[config.mk]
export PLATFORM = sky130hd
export DESIGN_NAME = timestamp_text_to_milliseconds_flat
export DESIGN_NICKNAME = d
export VERILOG_FILES = /design/src/hdl/tsms_pkg.sv /design/src/hdl/tsms_if.sv /design/src/hdl/tsms_collect.sv /design/src/hdl/tsms_check.sv /design/src/hdl/tsms_total.sv /design/src/hdl/timestamp_text_to_milliseconds.sv /design/src/flat_wrapper.sv
export SDC_FILE = /design/constraint.sdc
export NUM_CORES = 2
export LEC_CHECK = 0
export BUFFER_PORTS_ARGS = -buffer_cell sky130_fd_sc_hd__buf_4
export CORE_UTILIZATION = 60
export DETAILED_ROUTE_END_ITERATION = 8
export GPL_TIMING_DRIVEN = 0
export PLACE_DENSITY = 0.77
export SYNTH_ARGS = -nofsm -noshare
export SYNTH_HDL_FRONTEND = slang
export SYNTH_SLANG_ARGS = --single-unit
[constraint.sdc]
create_clock -name clk -period 9.45 [get_ports clk]
set_input_delay 0.945 -clock clk [delete_from_list [all_inputs] [get_ports clk]]
set_output_delay 0.945 -clock clk [all_outputs]
set_load 0.01 [all_outputs]
[src/hdl/tsms_pkg.sv]
`timescale 1ns / 1ps
package tsms_pkg;

	// Text window and counters
	localparam int WINDOW_LEN = 10;
	localparam int COUNT_SAT  = 16;
	localparam int COUNT_W    = 5;
	localparam int HOUR_W     = 64;
	localparam int REST_W     = 22;
	localparam int PROD_W     = 54;

	typedef logic [7:0]              char_t;
	typedef char_t [WINDOW_LEN-1:0]  window_t;
	typedef logic [COUNT_W-1:0]      count_t;
	typedef logic [HOUR_W-1:0]       hour_t;
	typedef logic [REST_W-1:0]       rest_t;
	typedef logic [PROD_W-1:0]       prod_t;
	typedef logic [3:0]              digit_t;

	// Character codes
	localparam char_t CHAR_ZERO  = 8'h30;
	localparam char_t CHAR_NINE  = 8'h39;
	localparam char_t CHAR_COLON = 8'h3A;
	localparam char_t CHAR_DOT   = 8'h2E;

	// Lengths that the format allows, the window length and the count's saturation value
	localparam count_t LEN_SHORT    = count_t'(9);
	localparam count_t LEN_HOURS    = count_t'(12);
	localparam count_t LEN_WINDOW   = count_t'(WINDOW_LEN);
	localparam count_t LEN_SAT      = count_t'(COUNT_SAT);

	// Range limits and scale factors
	localparam digit_t MAX_TENS_DIGIT = 4'd5;
	localparam logic [21:0] MS_PER_HOUR   = 22'd3600000;
	localparam logic [15:0] MS_PER_MINUTE = 16'd60000;
	localparam logic [9:0]  MS_PER_SECOND = 10'd1000;

	// Collected text of one timestamp, handed to the checker
	typedef struct packed {
		window_t window;
		count_t  count;
		hour_t   hour_value;
		logic    hour_overflow;
		logic    hour_nondigit;
	} stamp_t;

	// Checked fields and partial hour products
	typedef struct packed {
		logic  form_ok;
		rest_t rest;
		prod_t prod_lo;
		prod_t prod_hi;
	} parts_t;

	function automatic logic is_digit(input char_t c);
		return (c >= CHAR_ZERO) && (c <= CHAR_NINE);
	endfunction

	function automatic digit_t digit_of(input char_t c);
		char_t diff;
		diff = c - CHAR_ZERO;
		return diff[3:0];
	endfunction

endpackage

[src/hdl/tsms_if.sv]
`timescale 1ns / 1ps
// Character stream: one byte per beat, last marks the end of a timestamp
interface tsms_in_if;
	logic                  valid;
	logic                  ready;
	tsms_pkg::char_t       character;
	logic                  last;

	modport source (output valid, character, last, input ready);
	modport sink   (input valid, character, last, output ready);
endinterface

// Result stream: one beat per timestamp
interface tsms_out_if;
	logic        valid;
	logic        ready;
	logic [63:0] milliseconds;
	logic        valid_res;

	modport source (output valid, milliseconds, valid_res, input ready);
	modport sink   (input valid, milliseconds, valid_res, output ready);
endinterface

[src/hdl/tsms_collect.sv]
`timescale 1ns / 1ps
module tsms_collect (
	input  logic              clk,
	input  logic              arst_n,
	tsms_in_if.sink           text,
	output logic              stamp_valid,
	output tsms_pkg::stamp_t  stamp_s1,
	input  logic              stamp_ready
);

	tsms_pkg::window_t win_q;
	tsms_pkg::count_t  count_q;
	tsms_pkg::hour_t   hour_q;
	logic              ovf_q;
	logic              nondig_q;
	logic              valid_q;

	tsms_pkg::char_t   leaving;
	logic              take;
	logic              leave_digit;
	logic [67:0]       hour_wide;
	tsms_pkg::stamp_t  next;
	logic              adv;
	logic              accept;

	// Oldest character leaves the window and joins the hour digits
	always_comb begin
		leaving     = win_q[0];
		take        = count_q >= tsms_pkg::LEN_WINDOW;
		leave_digit = tsms_pkg::is_digit(leaving);
		hour_wide   = ({4'b0, hour_q} << 3) + ({4'b0, hour_q} << 1)
			+ {64'b0, tsms_pkg::digit_of(leaving)};

		next.window        = {text.character, win_q[tsms_pkg::WINDOW_LEN-1:1]};
		next.count         = (count_q < tsms_pkg::LEN_SAT) ? count_q + 1'b1 : count_q;
		next.hour_value    = hour_q;
		next.hour_overflow = ovf_q;
		next.hour_nondigit = nondig_q | (take & ~leave_digit);
		if (take && leave_digit && !ovf_q) begin
			if (hour_wide[67:64] != 4'b0) begin
				next.hour_overflow = 1'b1;
			end else begin
				next.hour_value = hour_wide[63:0];
			end
		end
	end

	assign adv        = ~valid_q | stamp_ready;
	assign text.ready = adv;
	assign accept     = text.valid & adv;

	// Accumulated state, cleared after each last beat
	always_ff @(posedge clk or negedge arst_n) begin
		if (!arst_n) begin
			win_q    <= '0;
			count_q  <= '0;
			hour_q   <= '0;
			ovf_q    <= 1'b0;
			nondig_q <= 1'b0;
		end else if (accept) begin
			if (text.last) begin
				win_q    <= '0;
				count_q  <= '0;
				hour_q   <= '0;
				ovf_q    <= 1'b0;
				nondig_q <= 1'b0;
			end else begin
				win_q    <= next.window;
				count_q  <= next.count;
				hour_q   <= next.hour_value;
				ovf_q    <= next.hour_overflow;
				nondig_q <= next.hour_nondigit;
			end
		end
	end

	// Stage 1 valid
	always_ff @(posedge clk or negedge arst_n) begin
		if (!arst_n) begin
			valid_q <= 1'b0;
		end else if (adv) begin
			valid_q <= accept & text.last;
		end
	end

	// Stage 1 payload
	always_ff @(posedge clk) begin
		if (accept && text.last) begin
			stamp_s1 <= next;
		end
	end

	assign stamp_valid = valid_q;

endmodule

[src/hdl/tsms_check.sv]
`timescale 1ns / 1ps
module tsms_check (
	input  logic              clk,
	input  logic              arst_n,
	input  logic              stamp_valid,
	input  tsms_pkg::stamp_t  stamp_s1,
	output logic              stamp_ready,
	output logic              parts_valid,
	output tsms_pkg::parts_t  parts_s2,
	input  logic              parts_ready
);

	logic              valid_q;
	logic              adv;
	tsms_pkg::window_t w;
	tsms_pkg::count_t  len;
	logic              hours_ok;
	logic              digits_ok;
	logic [6:0]        minutes;
	logic [6:0]        seconds;
	logic [9:0]        millis;
	tsms_pkg::parts_t  parts;

	// Layout, digit and range checks; minute/second/ms sum; hour products
	always_comb begin
		w   = stamp_s1.window;
		len = stamp_s1.count;

		hours_ok = (len == tsms_pkg::LEN_SHORT)
			|| ((len >= tsms_pkg::LEN_HOURS) && (w[0] == tsms_pkg::CHAR_COLON)
				&& !stamp_s1.hour_nondigit && !stamp_s1.hour_overflow);

		digits_ok = tsms_pkg::is_digit(w[1]) && tsms_pkg::is_digit(w[2])
			&& tsms_pkg::is_digit(w[4]) && tsms_pkg::is_digit(w[5])
			&& tsms_pkg::is_digit(w[7]) && tsms_pkg::is_digit(w[8])
			&& tsms_pkg::is_digit(w[9]);

		minutes = 7'(tsms_pkg::digit_of(w[1])) * 7'd10 + 7'(tsms_pkg::digit_of(w[2]));
		seconds = 7'(tsms_pkg::digit_of(w[4])) * 7'd10 + 7'(tsms_pkg::digit_of(w[5]));
		millis  = 10'(tsms_pkg::digit_of(w[7])) * 10'd100
			+ 10'(tsms_pkg::digit_of(w[8])) * 10'd10
			+ 10'(tsms_pkg::digit_of(w[9]));

		parts.form_ok = (len >= tsms_pkg::LEN_SHORT) && hours_ok
			&& (w[3] == tsms_pkg::CHAR_COLON) && (w[6] == tsms_pkg::CHAR_DOT)
			&& digits_ok
			&& (tsms_pkg::digit_of(w[1]) <= tsms_pkg::MAX_TENS_DIGIT)
			&& (tsms_pkg::digit_of(w[4]) <= tsms_pkg::MAX_TENS_DIGIT);

		parts.rest = tsms_pkg::rest_t'(minutes) * tsms_pkg::rest_t'(tsms_pkg::MS_PER_MINUTE)
			+ tsms_pkg::rest_t'(seconds) * tsms_pkg::rest_t'(tsms_pkg::MS_PER_SECOND)
			+ tsms_pkg::rest_t'(millis);

		// Hours times ms per hour, split into two 32-bit halves
		parts.prod_lo = tsms_pkg::prod_t'(stamp_s1.hour_value[31:0])
			* tsms_pkg::prod_t'(tsms_pkg::MS_PER_HOUR);
		parts.prod_hi = tsms_pkg::prod_t'(stamp_s1.hour_value[63:32])
			* tsms_pkg::prod_t'(tsms_pkg::MS_PER_HOUR);
	end

	assign adv         = ~valid_q | parts_ready;
	assign stamp_ready = adv;

	always_ff @(posedge clk or negedge arst_n) begin
		if (!arst_n) begin
			valid_q <= 1'b0;
		end else if (adv) begin
			valid_q <= stamp_valid;
		end
	end

	always_ff @(posedge clk) begin
		if (adv && stamp_valid) begin
			parts_s2 <= parts;
		end
	end

	assign parts_valid = valid_q;

endmodule

[src/hdl/tsms_total.sv]
`timescale 1ns / 1ps
module tsms_total (
	input  logic              clk,
	input  logic              arst_n,
	input  logic              parts_valid,
	input  tsms_pkg::parts_t  parts_s2,
	output logic              parts_ready,
	tsms_out_if.source        result
);

	logic        valid_q;
	logic [63:0] ms_q;
	logic        ok_q;
	logic        adv;
	logic [64:0] sum;
	logic        too_big;
	logic        ok;

	// Final total with a check for overflow past 64 bits
	always_comb begin
		sum = {1'b0, parts_s2.prod_hi[31:0], 32'b0}
			+ {11'b0, parts_s2.prod_lo}
			+ {43'b0, parts_s2.rest};
		too_big = sum[64] | (parts_s2.prod_hi[53:32] != 22'b0);
		ok      = parts_s2.form_ok & ~too_big;
	end

	assign adv         = ~valid_q | result.ready;
	assign parts_ready = adv;

	always_ff @(posedge clk or negedge arst_n) begin
		if (!arst_n) begin
			valid_q <= 1'b0;
		end else if (adv) begin
			valid_q <= parts_valid;
		end
	end

	// Output register
	always_ff @(posedge clk) begin
		if (adv && parts_valid) begin
			ms_q <= ok ? sum[63:0] : 64'b0;
			ok_q <= ok;
		end
	end

	assign result.valid        = valid_q;
	assign result.milliseconds = ms_q;
	assign result.valid_res    = ok_q;

endmodule

[src/hdl/timestamp_text_to_milliseconds.sv]
`timescale 1ns / 1ps
// After the last character beat is accepted, the stamp, parts and result registers take it in turn.
// Throughput: one character beat per cycle unless stalled; a timestamp may start right after the last beat.
// Stages: character window and hour accumulator, field checks and hour products, final sum.
// Reset (arst_n, async, active low) clears the window, count, hour state and stage valids.
module timestamp_text_to_milliseconds (
	input  logic        clk,
	input  logic        arst_n,
	tsms_in_if.sink     text,
	tsms_out_if.source  result
);

	logic              stamp_valid;
	logic              stamp_ready;
	tsms_pkg::stamp_t  stamp_s1;
	logic              parts_valid;
	logic              parts_ready;
	tsms_pkg::parts_t  parts_s2;

	tsms_collect u_collect (
		.clk         (clk),
		.arst_n      (arst_n),
		.text        (text),
		.stamp_valid (stamp_valid),
		.stamp_s1    (stamp_s1),
		.stamp_ready (stamp_ready)
	);

	tsms_check u_check (
		.clk         (clk),
		.arst_n      (arst_n),
		.stamp_valid (stamp_valid),
		.stamp_s1    (stamp_s1),
		.stamp_ready (stamp_ready),
		.parts_valid (parts_valid),
		.parts_s2    (parts_s2),
		.parts_ready (parts_ready)
	);

	tsms_total u_total (
		.clk         (clk),
		.arst_n      (arst_n),
		.parts_valid (parts_valid),
		.parts_s2    (parts_s2),
		.parts_ready (parts_ready),
		.result      (result)
	);

endmodule
[src/flat_wrapper.sv]
// flat-port wrapper written by rule: the top's interface ports become plain ports
module timestamp_text_to_milliseconds_flat 
  (clk, arst_n, text_valid, text_character, text_last, text_ready, result_valid, result_milliseconds, result_valid_res, result_ready);
  tsms_in_if text_i ();
  tsms_out_if result_i ();
  input  logic clk;
  input  logic arst_n;
  input wire logic [$bits(text_i.valid)-1:0] text_valid;
  input wire logic [$bits(text_i.character)-1:0] text_character;
  input wire logic [$bits(text_i.last)-1:0] text_last;
  output wire logic [$bits(text_i.ready)-1:0] text_ready;
  output wire logic [$bits(result_i.valid)-1:0] result_valid;
  output wire logic [$bits(result_i.milliseconds)-1:0] result_milliseconds;
  output wire logic [$bits(result_i.valid_res)-1:0] result_valid_res;
  input wire logic [$bits(result_i.ready)-1:0] result_ready;
  assign text_i.valid = text_valid;
  assign text_i.character = text_character;
  assign text_i.last = text_last;
  assign text_ready = text_i.ready;
  assign result_valid = result_i.valid;
  assign result_milliseconds = result_i.milliseconds;
  assign result_valid_res = result_i.valid_res;
  assign result_i.ready = result_ready;
  timestamp_text_to_milliseconds u_core (.clk(clk), .arst_n(arst_n), .text(text_i), .result(result_i));
endmodule
==> run metrics <==
final-report hold violation count=0; DRT iter0 DRCs=2074; Synth Register Bits=between 400 and 500; max_slew headroom=around 30%; status=finished with violations; busiest grt layer=met2; vias per cell=5.91; Num Clock Sinks=slightly below 500; post-DP HPWL=around 94000 um; post-CTS sizing=0; Clock Skew=0.0451 ns; EDFF count, synth=about 330; max incr delay on CP=between 0.6 and 0.7 ns; cts bufs inserted=50; H-tree levels=2; HP Class=input port to async pin; Max Cap Viol=0; die outline width=approximately 290 um; total wire length=114000 um; layout cells sized above 1=approximately 6%; Residual DRC=20; Synth Instances=4511; setup ws final=around 1.7 ns; FF-to-FF setup slack=~1.7 ns; die height=288 um; Area Overhead vs Synth=7.96%; clk buf depth=3; Post-synth top cells=ha_1 (627), inv_1 (586), fa_1 (570), nand2_1 (381), edfxtp_1 (333); Worst Setup SP=u_core.u_collect.stamp_s1[104]$_DFFE_PP_; largest net degree at the start of global routing=~110; Area after DPL=51300 sq um; Critical Path End Type=register; antenna-violating nets left=0; GP Congestion=0.933; worst reg2reg endpoint=u_core.u_check.parts_s2[127]$_DFFE_PP_; CTS tree=built; die area=83100 sq um; final net count=about 5900; first-pass GRT wire length=about 180000 um; FFs w/ async S/R, synth=a little under a third; violated checks=DRC; met2 Resource Use GR=between 40% and 50%; fillcell total=6082; syn nets=between 5000 and 6000; vias=approximately 34000; reg2reg start=u_core.u_collect.stamp_s1[104]$_DFFE_PP_; Post-Place Setup Slack=1.85 ns; Most used DFF post-synth=edfxtp_1; core area=roughly 80000 sq um; Ys Warns=0; GRT overflow=0; RSZ-0062 raised after global routing=false; post-CTS setup buffers=0; sequential share of the synthesized area=between 20% and 30%; CP endpoint=u_core.u_check.parts_s2[127]$_DFFE_PP_; CP Class=register to register; WHS=~0.25 ns; CP max-delay cell=xnor2_1; crit-path most repeated cell=ha_1; fin crit share=a little over 80%; Rows=between 100 and 150; leading area contributor after synthesis=fa_1; gr usage total=between 20% and 30%; worst path required time=9.81 ns; met1 Track Usage GR=around 39%; Final Slew Violations=0; synth unique cells=a little under 80; Initial Utilization=between 60% and 70%; port bufs=79; most common cell in the netlist=ha_1; Post-Syn Area=just under 50000 sq um; Synth Area per Inst=around 11 sq um; setup violators final=0; fin area=53100 sq um; top post-synthesis cells by area=fa_1 (23%), edfxtp_1 (20%), ha_1 (16%); Slew @ Worst Pin=1.05 ns; drt pass-1 iters=7; minimum period implied by the final worst setup slack=approximately 7.7 ns; met3 GRT Util=roughly 4.8%; IO Pins=80; drt wl/cell=roughly 20 um; Max Clk Rate=129 MHz; worst skew pair latency=approximately 0.63 ns; TNS Setup=0 ns; top cell type's share of synthesized area=~23%; Reg clk slew, reported paths=0.07 ns; vias in the first global route=35100; Reg2Reg Depth=27; CP max FO=6; root buf cell=clkbuf_16; Arr. time, crit path=8.09 ns; number of hold buffers added after CTS=0; CP startpoint kind=register; initial antenna violation count=4
## through the flow
stage,utilization [%],std cells
2_1_floorplan,-,4511
3_3_place_gp,63.2,5650
3_5_place_dp,63.4,5655
5_1_grt,65.7,5747
4_1_cts,65.7,5747
6_report,65.7,5748
## state kept, by name, summed over array words and instances (netlist names)
register / count
u_core.u_total.result.valid_res: 1
u_core.u_check.parts_valid: 1
u_core.u_collect.stamp_s1: 151
u_core.u_check.parts_s2: 117
u_core.u_collect.count_q: 5
u_core.u_collect.nondig_q: 1
u_core.u_collect.hour_q: 64
u_core.u_collect.next: 72
u_core.u_total.result.milliseconds: 64
u_core.u_total.result.valid: 1
u_core.u_collect.leaving: 8
u_core.u_collect.stamp_valid: 1
u_core.u_collect.ovf_q: 1
## final cells by class
| class | instances | area, sq um | share of cell area, % |
|---|---|---|---|
| buffer | 124 | 608 | 1.15 |
| timing repair buffer | 84 | 738 | 1.39 |
| clock buffer | 60 | 1340 | 2.52 |
| clock inverter | 32 | 498 | 0.938 |
| antenna | 1 | 2.50 | 0.00471 |
| tap | 1060 | 1330 | 2.50 |
| inverter | 587 | 2210 | 4.16 |
| multi-input combinational | 3313 | 32500 | 61.3 |
| sequential | 487 | 13900 | 26.1 |
## cells by family (layout without fill, tap and decap cells)
family,after synthesis,after routing,share of synthesized area (%)
fa+ha+maj,1197,1197,39.2
other cells,0,1,0
mux,69,69,2.01
flops,487,487,28.2
buf+inv,711,887,5.72
compound gates,875,875,11.8
xor+xnor,254,254,4.52
simple gates,918,918,8.68
## how the worst min path moves through the flow
stage / to / startpoint / slack, ns / cells after the start
3_5_place_dp: u_core.u_check.parts_s2[108]$_DFFE_PP_ / u_core.u_collect.stamp_s1[143]$_DFFE_PP_ / 0.41 / 0
5_1_grt: u_core.u_collect.next[120]$_DFFE_PN0P_ / arst_n / 0.28 / 1
4_1_cts: u_core.u_collect.next[120]$_DFFE_PN0P_ / arst_n / 0.26 / 1
6_report: u_core.u_collect.next[123]$_DFFE_PN0P_ / arst_n / 0.25 / 1
2_1_floorplan: u_core.u_check.parts_s2[108]$_DFFE_PP_ / u_core.u_collect.stamp_s1[143]$_DFFE_PP_ / 0.40 / 0
3_3_place_gp: u_core.u_check.parts_s2[108]$_DFFE_PP_ / u_core.u_collect.stamp_s1[143]$_DFFE_PP_ / 0.40 / 0
## per-layer routing
| layer | part of all wire, % | vias to the layer above |
|---|---|---|
| met1 | 43 | 16800 |
| met4 | 2.4 | 0 |
| met2 | 47 | 1037 |
| li1 | - | 15900 |
| met3 | 7.1 | 183 |
| met5 | 0 | - |
## placed cells by master (no fill, tap or decap), types with 25 or more instances in the layout
master,count
fa_1,570
nand3_1,45
inv_1,585
xor2_1,96
xnor2_1,158
o311ai_0,36
clkbuf_1,94
nor3_1,43
nand4_1,49
and3_1,29
a21oi_1,220
nor2b_1,25
buf_4,78
o21a_1,30
nand2b_1,31
clkbuf_16,50
o21bai_1,33
o21ai_0,199
o211ai_1,45
edfxtp_1,333
mux2_4,58
ha_1,627
a21o_1,102
nand2_1,381
nor2_1,202
dfrtp_1,154
## worst max-delay path, delay by kind of cell (launching register included)
family	cells	cell delay [ns]
compound gates	10	1.75
xor+xnor	3	0.98
fa+ha+maj	9	3.53
buf+inv	2	0.11
flops	1	0.54
simple gates	3	0.54
Power is left out: the tool's default activity adds up to more than one toggle a clock period on the data nets, which glitch-free logic cannot reach.
